[src/hw/rtl/pcms_pkg.sv]
// Shared types and constants of the per-channel max stretch block.
package pcms_pkg;

   // Pixel component and packed pixel widths
   localparam int unsigned PixW  = 8;
   localparam int unsigned ProdW = 2 * PixW;
   localparam int unsigned DataW = 3 * PixW;
   localparam int unsigned CmdW  = 2;

   // Largest component value, used for saturation
   localparam logic [PixW-1:0] PixMax = {PixW{1'b1}};

   // Item commands carried on tuser
   typedef enum logic [CmdW-1:0] {
      CMD_MEASURE = 2'd0,
      CMD_SCALE   = 2'd1,
      CMD_CLEAR   = 2'd2
   } cmd_type;

   // Channel order within a pixel, lowest bits first
   typedef enum logic [1:0] {
      CH_BLUE  = 2'd0,
      CH_GREEN = 2'd1,
      CH_RED   = 2'd2
   } chan_type;

   // Request from the sequencer to the shared divider
   typedef struct packed {
      logic            start;
      logic [PixW-1:0] x;
      logic [PixW-1:0] peak;
      logic [PixW-1:0] target;
   } div_req_type;

   // Answer from the shared divider
   typedef struct packed {
      logic            done;
      logic [PixW-1:0] value;
   } div_rsp_type;

endpackage

[src/hw/rtl/pcms_divider.sv]
// Shared bit-serial divider: round(target * x / peak), ties to even, clamped to 255.
module pcms_divider (
   input  logic                 clock,
   input  logic                 reset,
   input  pcms_pkg::div_req_type req,
   output pcms_pkg::div_rsp_type rsp
);
   import pcms_pkg::*;

   localparam int unsigned CntW = $clog2(ProdW);
   localparam logic [CntW-1:0] LastStep = CntW'(ProdW - 1);

   typedef enum logic [1:0] {
      D_IDLE,
      D_RUN,
      D_ROUND
   } dstate_type;

   dstate_type       state_ff;
   logic [CntW-1:0]  cnt_ff;
   logic [ProdW-1:0] quo_ff;
   logic [PixW-1:0]  rem_ff;
   logic [PixW-1:0]  den_ff;
   logic             done_ff;
   logic [PixW-1:0]  value_ff;

   logic [PixW:0]    rem_sh;
   logic [PixW:0]    diff;
   logic             fits;
   logic [PixW:0]    twice_rem;
   logic             round_up;
   logic [ProdW:0]   rounded;
   logic [PixW-1:0]  clamped;

   // One restoring step: shift in the next numerator bit, subtract if it fits
   always_comb begin
      rem_sh = {rem_ff, quo_ff[ProdW-1]};
      diff   = rem_sh - {1'b0, den_ff};
      fits   = (rem_sh >= {1'b0, den_ff});
   end

   // Round half to even, then saturate
   always_comb begin
      twice_rem = {rem_ff, 1'b0};
      round_up  = (twice_rem > {1'b0, den_ff}) ||
                  ((twice_rem == {1'b0, den_ff}) && quo_ff[0]);
      rounded   = {1'b0, quo_ff} + {{ProdW{1'b0}}, round_up};
      clamped   = (rounded > {{(ProdW-PixW+1){1'b0}}, PixMax}) ? PixMax : rounded[PixW-1:0];
   end

   // Sequence load, shift steps and rounding
   always_ff @(posedge clock) begin
      if (reset) begin
         state_ff <= D_IDLE;
         done_ff  <= 1'b0;
         cnt_ff   <= '0;
      end else begin
         done_ff <= 1'b0;
         unique case (state_ff)
            D_IDLE: begin
               if (req.start) begin
                  if (req.peak == '0) begin
                     // Zero peak: any nonzero input saturates
                     value_ff <= (req.x != '0) ? PixMax : '0;
                     done_ff  <= 1'b1;
                  end else begin
                     quo_ff   <= {{PixW{1'b0}}, req.target} * {{PixW{1'b0}}, req.x};
                     rem_ff   <= '0;
                     den_ff   <= req.peak;
                     cnt_ff   <= '0;
                     state_ff <= D_RUN;
                  end
               end
            end
            D_RUN: begin
               quo_ff <= {quo_ff[ProdW-2:0], fits};
               rem_ff <= fits ? diff[PixW-1:0] : rem_sh[PixW-1:0];
               cnt_ff <= cnt_ff + CntW'(1);
               if (cnt_ff == LastStep) begin
                  state_ff <= D_ROUND;
               end
            end
            D_ROUND: begin
               value_ff <= clamped;
               done_ff  <= 1'b1;
               state_ff <= D_IDLE;
            end
            default: state_ff <= D_IDLE;
         endcase
      end
   end

   assign rsp.done  = done_ff;
   assign rsp.value = value_ff;

endmodule

[src/hw/rtl/per_channel_max_stretch_core.sv]
// Top level of the per-channel max stretch block: peaks, sequencer and output register.
//
//   Channel  Direction  Handshake             Payload
//   req      in         req_tvalid/tready     tuser: command; tdata: blue, green, red
//   rsp      out        rsp_tvalid/tready     tdata: blue, green, red
//   csr      in         csr_wr_en             csr_wr_data: target peak
//
// Measure and clear beats update the peaks as they are accepted, and the block stays
// ready. A scale beat runs the three channels one after another through the shared
// divider: load, 16 quotient bits, round and hand-back per channel with a nonzero
// peak, a direct answer with a zero peak, then the output register is loaded.
// Synchronous reset clears the peaks to zero and the target peak to 255.
// A stalled result waits in the output register; the next item is taken meanwhile,
// and a following scale result waits for the register to empty.
module per_channel_max_stretch_core (
   input  logic                          clock,
   input  logic                          reset,
   input  logic                          req_tvalid,
   output logic                          req_tready,
   input  logic [pcms_pkg::DataW-1:0]    req_tdata,   // blue_in, green_in, red_in
   input  logic [pcms_pkg::CmdW-1:0]     req_tuser,   // command
   output logic                          rsp_tvalid,
   input  logic                          rsp_tready,
   output logic [pcms_pkg::DataW-1:0]    rsp_tdata,   // blue_out, green_out, red_out
   input  logic                          csr_wr_en,
   input  logic [pcms_pkg::PixW-1:0]     csr_wr_data
);
   import pcms_pkg::*;

   typedef enum logic [1:0] {
      S_IDLE,
      S_ISSUE,
      S_WAIT,
      S_EMIT
   } state_type;

   state_type       state_ff;
   chan_type        chan_ff;
   logic [PixW-1:0] target_ff;
   logic [PixW-1:0] peak_ff [3];
   logic [PixW-1:0] pix_ff  [3];
   logic [PixW-1:0] res_ff  [3];
   logic            rsp_valid_ff;
   logic [DataW-1:0] rsp_data_ff;

   logic [PixW-1:0] in_pix [3];
   logic            accept;
   logic            emit_load;
   cmd_type         cmd;
   div_req_type     div_req;
   div_rsp_type     div_rsp;

   // Unpack the beat
   always_comb begin
      for (int i = 0; i < 3; i++) begin
         in_pix[i] = req_tdata[i*PixW +: PixW];
      end
      cmd = cmd_type'(req_tuser);
   end

   assign req_tready = (state_ff == S_IDLE);
   assign accept     = req_tvalid && req_tready;
   assign emit_load  = (state_ff == S_EMIT) && (!rsp_valid_ff || rsp_tready);

   // Feed the divider the current channel
   always_comb begin
      div_req.start  = (state_ff == S_ISSUE);
      div_req.x      = pix_ff[chan_ff];
      div_req.peak   = peak_ff[chan_ff];
      div_req.target = target_ff;
   end

   pcms_divider u_divider (
      .clock (clock),
      .reset (reset),
      .req   (div_req),
      .rsp   (div_rsp)
   );

   // Target peak register
   always_ff @(posedge clock) begin
      if (reset) begin
         target_ff <= PixMax;
      end else if (csr_wr_en) begin
         target_ff <= csr_wr_data;
      end
   end

   // Sequencer, peaks and output register
   always_ff @(posedge clock) begin
      if (reset) begin
         state_ff     <= S_IDLE;
         chan_ff      <= CH_BLUE;
         rsp_valid_ff <= 1'b0;
         for (int i = 0; i < 3; i++) begin
            peak_ff[i] <= '0;
         end
      end else begin
         // Load a finished pixel, or drop the result once taken
         if (emit_load) begin
            rsp_valid_ff <= 1'b1;
         end else if (rsp_valid_ff && rsp_tready) begin
            rsp_valid_ff <= 1'b0;
         end
         unique case (state_ff)
            S_IDLE: begin
               if (accept) begin
                  unique case (cmd)
                     CMD_MEASURE: begin
                        for (int i = 0; i < 3; i++) begin
                           if (in_pix[i] > peak_ff[i]) begin
                              peak_ff[i] <= in_pix[i];
                           end
                        end
                     end
                     CMD_SCALE: begin
                        for (int i = 0; i < 3; i++) begin
                           pix_ff[i] <= in_pix[i];
                        end
                        chan_ff  <= CH_BLUE;
                        state_ff <= S_ISSUE;
                     end
                     CMD_CLEAR: begin
                        for (int i = 0; i < 3; i++) begin
                           peak_ff[i] <= '0;
                        end
                     end
                     default: ;
                  endcase
               end
            end
            S_ISSUE: state_ff <= S_WAIT;
            S_WAIT: begin
               if (div_rsp.done) begin
                  res_ff[chan_ff] <= div_rsp.value;
                  unique case (chan_ff)
                     CH_BLUE:  begin chan_ff <= CH_GREEN; state_ff <= S_ISSUE; end
                     CH_GREEN: begin chan_ff <= CH_RED;   state_ff <= S_ISSUE; end
                     default:  state_ff <= S_EMIT;
                  endcase
               end
            end
            S_EMIT: begin
               // Load once the output register is free
               if (emit_load) begin
                  rsp_data_ff <= {res_ff[2], res_ff[1], res_ff[0]};
                  state_ff    <= S_IDLE;
               end
            end
            default: state_ff <= S_IDLE;
         endcase
      end
   end

   assign rsp_tvalid = rsp_valid_ff;
   assign rsp_tdata  = rsp_data_ff;

endmodule

[config.mk]
export PLATFORM = sky130hd
export DESIGN_NAME = per_channel_max_stretch_core
export DESIGN_NICKNAME = d
export VERILOG_FILES = /design/src/hw/rtl/pcms_pkg.sv /design/src/hw/rtl/pcms_divider.sv /design/src/hw/rtl/per_channel_max_stretch_core.sv
export SDC_FILE = /design/constraint.sdc
export NUM_CORES = 1
export LEC_CHECK = 0
export BUFFER_PORTS_ARGS = -buffer_cell sky130_fd_sc_hd__buf_2
export CELL_PAD_IN_SITES_DETAIL_PLACEMENT = 1
export CELL_PAD_IN_SITES_GLOBAL_PLACEMENT = 1
export CORE_UTILIZATION = 53
export CTS_CLUSTER_DIAMETER = 30
export DETAILED_ROUTE_END_ITERATION = 12
export PLACE_DENSITY = 0.93
export SYNTH_ARGS = -nofsm -noshare
export SYNTH_HDL_FRONTEND = slang
export SYNTH_SLANG_ARGS = --single-unit
[constraint.sdc]
create_clock -name clock -period 15.6 [get_ports clock]
set_input_delay 0 -clock clock [delete_from_list [all_inputs] [get_ports clock]]
set_output_delay 0 -clock clock [all_outputs]
set_load 0.03 [all_outputs]
## Word level (Yosys, flattened, before mapping)

Memory sizes are Yosys's and may differ from the RTL's. A register that Yosys moved wholly into a read port is not among the register bits.
Cells that the tools add are included.

| cells by class | value |
|---|---|
| bitwise gates (word level) | 8 |
| magnitude comparators | 6 |
| reductions and logical operators | 26 |
| add/subtract/negate cells | 3 |
| divide/modulo/power cells | 0 |
| equality and inequality tests | 19 |
| shift-type cells | 0 |
| multipliers | 1 |
| multiplexer cells | 79 |

Operators by type and width:

| kind | count |
|---|---|
| $mux 8 | 13 |
| $mux 1 | 38 |
| $mux 16 | 2 |
| $pmux 16 s2 | 1 |
| $pmux 8 s2 | 2 |
| $mux 2 | 15 |
| $gt 8x8->1 | 3 |
| $add 16x1->17 | 1 |
| $gt 17x8->1 const B | 1 |
| $mul 8x8->16 | 1 |
| $reduce_and 4->1 | 4 |
| $pmux 2 s2 | 3 |
| $ne 2x1->1 const B | 5 |
| $eq 9x8->1 | 1 |
| $ge 9x8->1 | 1 |
| $gt 9x8->1 | 1 |
| $reduce_and 3->1 | 3 |
| $eq 2x1->1 const B | 4 |
| $eq 2x2->1 const B | 4 |
| $logic_not 2->1 | 4 |
| $logic_not 8->1 | 1 |
| $mux 4 | 2 |
| $pmux 2 s4 | 1 |
| $pmux 4 s2 | 1 |
| 15 further kinds | 30 |

| word-level totals | value |
|---|---|
| bits of input ports | 39 |
| memories kept | 3 |
| memory bits (writable) | 72 |
| bits in registers | 60 |
| bits in latches | 0 |
| output and inout port bits | 26 |
| word-level logic and storage cells | 156 |
| ROM bits | 0 |

Memories:

| name | words | width | rd ports | clocked after Yosys merged registers in | wr ports | RTL line | source |
|---|---|---|---|---|---|---|---|
| peak_ff | 3 | 8 | 4 | 1 | 3 | per_channel_max_stretch_core.sv:40 | `logic [PixW-1:0] peak_ff [3];` |
| pix_ff | 3 | 8 | 1 | 1 | 3 | per_channel_max_stretch_core.sv:41 | `logic [PixW-1:0] pix_ff [3];` |
| res_ff | 3 | 8 | 3 | 3 | 1 | per_channel_max_stretch_core.sv:42 | `logic [PixW-1:0] res_ff [3];` |

## Logic depth before layout (Yosys ltp)

Gate-level depths: netlist of run 1.
An unclocked memory read counts as a cell.

| depth | value |
|---|---|
| depth after elaboration | 10 |
| depth in mapped cells | 21 |
| gate-level depth less buffers | 19 |

## Cells and area by module

From an unflattened synthesis of run 1, not the netlist that was laid out.

| second synthesis, totals | value |
|---|---|
| cell total of the unflattened synthesis | 876 |
| area total of the unflattened synthesis | 9665.5 sq um |

By module, submodules not included:

| module | seq. area each (sq um) | instances | cells each | area each (sq um) |
|---|---|---|---|---|
| per_channel_max_stretch_core | 3183.1 | 1 | 367 | 4883.4 |
| pcms_divider | 1341.3 | 1 | 509 | 4782.1 |

## Worst setup path before layout of run 1

No wires, ideal clock.

| timing path | value |
|---|---|
| path kind | register to register |
| from | register with a tool-made name |
| to | register u_divider.quo_ff[12], data pin |
| cell stages (with the launch flop) | 21 |
| data required time | 15337 ps |
| arrival time | 5009 ps |
| path buffers | 2 |
| clock period less this slack | 5272 ps |
| setup time | 263 ps |
| setup slack | 10328 ps |
| cell sequence | dfxtp_1 > buf_6 > buf_6 > mux2i_1 > nor2_1 > a21oi_1 > nand2b_1 > fa_1 > fa_1 > inv_1 > fa_1 > inv_1 > fa_1 > inv_1 > ha_1 > o21a_1 > o21a_1 > and4_1 > a2111oi_0 > xor2_1 > o21ai_1 |

RTL lines:

| item | RTL line | source |
|---|---|---|
| to (signal assigned) | pcms_divider.sv:67 | `quo_ff <= {{PixW{1'b0}}, req.target} * {{PixW{1'b0}}, req.x};` |
| to (signal assigned) | pcms_divider.sv:76 | `quo_ff <= {quo_ff[ProdW-2:0], fits};` |
| to (decl) | pcms_divider.sv:21 | `logic [ProdW-1:0] quo_ff;` |

==> results of run 1 <==
[sequential cells by signal, summed over array words and instances (netlist names), named ones only]
register            count
peak_ff                24
pix_ff                 24
res_ff                 24
rsp_tdata              24
u_divider.quo_ff       16
target_ff               8
u_divider.den_ff        8
u_divider.rem_ff        8
u_divider.value_ff      8
u_divider.cnt_ff        4
chan_ff                 2
state_ff                2
u_divider.state_ff      2
rsp_tvalid              1
u_divider.done_ff       1
[layout make-up]
class                   instances  area, sq um
flip-flops and latches        158         4520
repair buffers                113          793
clock inverters                15          126
inverters                      91          342
well taps                     225          282
clock buffers                  17          425
multi-input cells             567         4510
fillers                      1785         6350
[cell families after synthesis]
| logic type | synth area share, % |
|---|---|
| and+or+nand+nor | 16.2 |
| AOI/OAI and AO/OA | 9.25 |
| DFF | 47.8 |
| buffers and inverters | 4.79 |
| adders and majority gates | 17.2 |
| muxes | 3.17 |
| xor gates and xnor gates | 1.57 |
[power breakdown]
group	internal (mW)	switching (mW)	total (mW)
Combinational	0.156	0.225	0.381
Clock	0.209	0.209	0.418
Sequential	0.485	0.0182	0.503
[repair_timing]
action                    CTS  global route
hold buffers               41             1
resized for setup           0             0
buffers inserted            0             0
hold endpoints to repair   56             1
[path summary, 6_finish.rpt]
kind,to,slack [ps]
worst max-delay path,u_divider.quo_ff[12],8780
worst min-delay path,state_ff[0],20
worst max register to register,u_divider.quo_ff[12],8780
worst min register to register,rsp_tdata[16],420
[stage by stage]
step | utilization (%) | instances | setup slack (ps) | total power [mW] | hold WS (ps)
floorplan | - | 839 | 10330 | 0.755 | 98.9
global placement | 57.8 | 1112 | 9680 | 0.821 | 202
detailed placement | 57.8 | 1112 | 9340 | 0.850 | 208
CTS | 63.3 | 1185 | 8890 | 1.27 | 9.37
global route | 63.4 | 1186 | 8620 | 1.35 | 39.0
finish | 63.4 | 1186 | 8780 | 1.30 | 18.7
[worst max-delay path, stage by stage, from the launching register on]
cell and delay (ps):
dfxtp_1 930, mux2i_1 350, nor2_1 110, a21oi_1 730, nor2b_1 160, fa_1 530
inv_1 60, fa_1 490, inv_1 70, fa_1 540, inv_1 60, fa_1 540
inv_1 50, ha_1 350, o21a_1 190, o21a_1 230, and4_1 220, a2111oi_0 690
xor2_1 200, o21ai_1 70
[cells in the final DEF, fill, tap and decap left out, drive strengths merged, types with 15 or more instances in the layout]
cell type / netlist / layout
a21oi: 49 / 49
buf: 9 / 71
clkbuf: 14 / 17
dfxtp: 22 / 22
dlygate4sd3: 0 / 42
edfxtp: 136 / 136
fa: 37 / 37
ha: 71 / 71
inv: 91 / 99
mux2i: 30 / 30
nand2: 50 / 50
nand2b: 15 / 15
nor2: 50 / 50
nor2b: 86 / 86
o21ai: 35 / 35
[metal layers]
metal / part of all wire, % / vias up
met2: 52 / 292
li1: - / 3190
met3: 4.6 / 121
met1: 37 / 3557
met4: 6.8 / 0
met5: 0 / -
==> reports/metrics.cfg, run 1 <==
[sta]
period_share_pct = 43.7
finalMaxSlewViolations = 0
worst_pin_slew_ps = 1250
rsz0062_at_grt = no
fin_tns_setup_ps = 0
fmax_mhz = 147
slew-limit-headroom_pct = 16.2
hold_viol = 0
timing.final.crit_period_ps = 6820
setup_viol = 0
clock_skew_ps = 24.3

[place]
placed_area_sq_mm = 0.0100
routabilityCongestion = 0.858
io_buffer_count = 64
place_hpwl_mm = 17.7

[global_route]
use_met2_pct = 60.1
grtUsageMet1_pct = 34.8
grt_max_degree = 33
grtUsageTotal_pct = 33.6
grt_pass1_vias = 7949
use_met3_pct = 7.26
grt.busiest_layer = met2
grt_pass1_wl_mm = 44.7
antenna_found_initial = 0
grt_overflow = 0

[cts]
numCtsBuffers = 17
clock_latency_ps = 460
path_clk_slew_ps = 80
cts_buffer_depth = 2
cts_tree = done
clockRootBuffer = clkbuf_16
clock_sinks = 158
cts_max_level = 4

[floorplan]
io_pins = 65
num_rows = 48
fp.dieW_um = 136
die-area_sq_mm = 0.0184
core_area_sq_mm = 0.0174
initial_core_util_pct = 54.5
die_h_um = 136

[outcome]
status = finished, final reports clean

[yosys]
ys_ff_latch = 158
avgSynthCellArea_sq_um = 11.3
synth_top_area_share_pct = 43.2
synth_cell_types = 64
synthFlopType = edfxtp_1
synth_warnings = 0
netlist_instances = 839
postSynth.asyncResetShare_pct = 0
yosys.area.top_type = edfxtp_1
synthesis.nets = 986
synth.area.top_cells = edfxtp_1 43%, ha_1 9.4%, fa_1 7.8%
netlist_area_sq_mm = 0.00946
yosysMostFrequentCell = edfxtp_1
ys_seq_area_share_pct = 47.8
synth_edf_count = 136
netlist_top_cells_count = 136 x edfxtp_1, 91 x inv_1, 86 x nor2b_1, 71 x ha_1, 50 x nand2_1

[routing]
drc = 0
vias = 7160
avgRoutedWirePerCell_um = 24.7
drtIter0Drc = 457
viasPerCell = 6.04
routed_wl_mm = 29.3
dr.pass1.iters = 5
ant_nets = 0

[setup_path]
crit_type = flop to flop
ff2ff_path_depth = 19
crit_required_ps = 15800
worstSetupEndpointType = flop
arrival_ps = 7010
cp_max_fo = 16
cp-start-kind = flop

[job]
cap_viol_max_count = 0

[hold_path]
min_path_cells = 4
hold_path_class = input pin to flop
hp-start = req_tvalid

[power]
ir_worst_vdd_mv = 0.0979
powerDensity_mw_per_mm2 = 118
p_leak_nw = 4.40

[final_layout]
num_antenna_cells = 0
area_growth_pct = 16.3
fin_area_sq_mm = 0.0110
fin_nets = 1095
drive_above_1_share_pct = 13.0

Power figures use the tool's default switching activity.
==> run 2, diff against run 1 <==
- CORE_UTILIZATION: 53 -> 49
- PLACE_DENSITY: 0.93 -> 0.87
- clock period: 15.6 -> 6.8 ns (I/O delays scaled with it)
==> reports/metrics.cfg, run 2 (synthesis gave the netlist of run 1 again) <==
[setup_path]
worstPathCellList = nor2_1 -> a21oi_1 -> nand2b_1 -> fa_1 -> fa_1 -> inv_1 -> fa_1 -> inv_1 -> fa_1 -> inv_1 -> ha_1 -> o21a_1 -> o21a_1 -> and4_1 -> a2111oi_0 -> xor2_1 -> o21ai_1
timing.rr.end = u_divider.quo_ff[12]
worstSetupEndpointType = flop
crit_path_max_incr_delay_ps = 1070
ff2ff_setup_slack_ps = 550
cp_max_fo = 32
crit_family = adder cells
crit_type = flop to flop
cp-start-kind = flop
crit_path_frequent_cell = fa_1
crit_required_ps = 6980
crit_slowest_cell = dfxtp_1
ff2ff_path_depth = 17
critPathBufInv = 3
arrival_ps = 6430

[global_route]
grtUsageTotal_pct = 26.9
grt_pass1_wl_mm = 39.9
antenna_found_initial = 0
grt_overflow = 0
grt_max_degree = 33
grt_pass1_vias = 7486

[cts]
cts_max_level = 4
clock_latency_ps = 440
path_clk_slew_ps = 70
clock_sinks = 158
hold_buffers = 42
ctsResizeCount = 0
cts_setup_buffers = 0
cts_buffer_depth = 2
clockRootBuffer = clkbuf_16
numCtsBuffers = 17
cts_tree = done

[sta]
fmax_mhz = 160
fin_tns_setup_ps = 0
finalMaxSlewViolations = 0
clock_skew_ps = 15.2
worst_pin_slew_ps = 1180
hold_viol = 0
timing.final.crit_period_ps = 6250
period_share_pct = 91.9
setup_viol = 0
whs_ps = 13.5
slew-limit-headroom_pct = 20.6
rsz0062_at_grt = no

[final_layout]
fillers = 1995
multiInputGateArea_sq_mm = 0.00452
num_antenna_cells = 0
area_growth_pct = 17.2
fin_nets = 1095
layout_commonest_cell = edfxtp_1
seq_area_sq_mm = 0.00452
final_cell_mix = 136 x edfxtp_1, 91 x inv_1, 86 x nor2b_1
drive_above_1_share_pct = 12.9

[power]
ir_worst_vdd_mv = 0.221
swShare_pct = 31.7
power_frac_clock_pct = 33.0
p_switching_mw = 0.934
p_leak_nw = 4.42
seqPwrFrac_pct = 39.1
intPower_mw = 2.01
comb_power_share_pct = 27.9
powerDensity_mw_per_mm2 = 265

[routing]
wl_met1_mm = 10.3
wl_met3_um = 890
drc = 0
viasPerCell = 5.57
drtIter0Drc = 425
vias = 6798
top_layer = met4
avgRoutedWirePerCell_um = 20.6
dr.pass1.iters = 4
ant_nets = 0
routed_wl_mm = 25.2
wl_met2_mm = 13.0

[hold_path]
hold_path_class = input pin to flop
min_to = state_ff[1]
hp-start = reset
min_path_cells = 2

[place]
routabilityCongestion = 0.822
io_buffer_count = 64
place_hpwl_mm = 16.8

[floorplan]
num_rows = 50
die-area_sq_mm = 0.0199
fp.dieW_um = 141
io_pins = 65
initial_core_util_pct = 50.2
die_h_um = 141
core_area_sq_mm = 0.0188

[job]
cap_viol_max_count = 0

[outcome]
status = finished, final reports clean

==> run 2: cell type report <==
class / count / share of cell area (%)
multi-input cells: 567 / 40.8
clock inverters: 14 / 1.41
clock buffers: 17 / 3.84
flip-flops and latches: 158 / 40.8
inverters: 91 / 3.08
repair buffers: 113 / 7.16
well taps: 260 / 2.93
==> run 2: metrics by stage <==
step	power, mW	worst slack, ps	std cells	util [%]	area (sq um)
detailed placement	1.94	839	1147	53.5	10100
floorplan	1.73	1530	839	-	9460
global route	3.08	141	1220	58.9	11100
global placement	1.88	1020	1147	53.5	10100
CTS	2.94	688	1220	58.9	11100
finish	2.94	549	1220	58.9	11100
==> run 2: worst max path at each step <==
stage,start,end,depth (start not counted)
5_1_grt,flop,u_divider.quo_ff[12],17
3_3_place_gp,flop,u_divider.quo_ff[12],17
4_1_cts,flop,u_divider.quo_ff[12],17
3_5_place_dp,flop,u_divider.quo_ff[13],17
6_report,flop,u_divider.quo_ff[12],17
2_1_floorplan,flop,u_divider.quo_ff[12],20
==> run 2: routing by layer <==
metal,GRT usage (%),vias to the layer above
met3,4.59,68
li1,-,3177
met1,30.6,3367
met2,48.9,186
met4,13.2,0
met5,0,-
==> run 2: power groups by stage <==
stage,registers (mW),logic (mW),clock network [mW]
6_report,1.15,0.820,0.971
5_1_grt,1.15,0.918,1.01
4_1_cts,1.15,0.813,0.975
3_5_place_dp,1.17,0.771,0
3_3_place_gp,1.17,0.713,0
2_1_floorplan,1.15,0.581,0
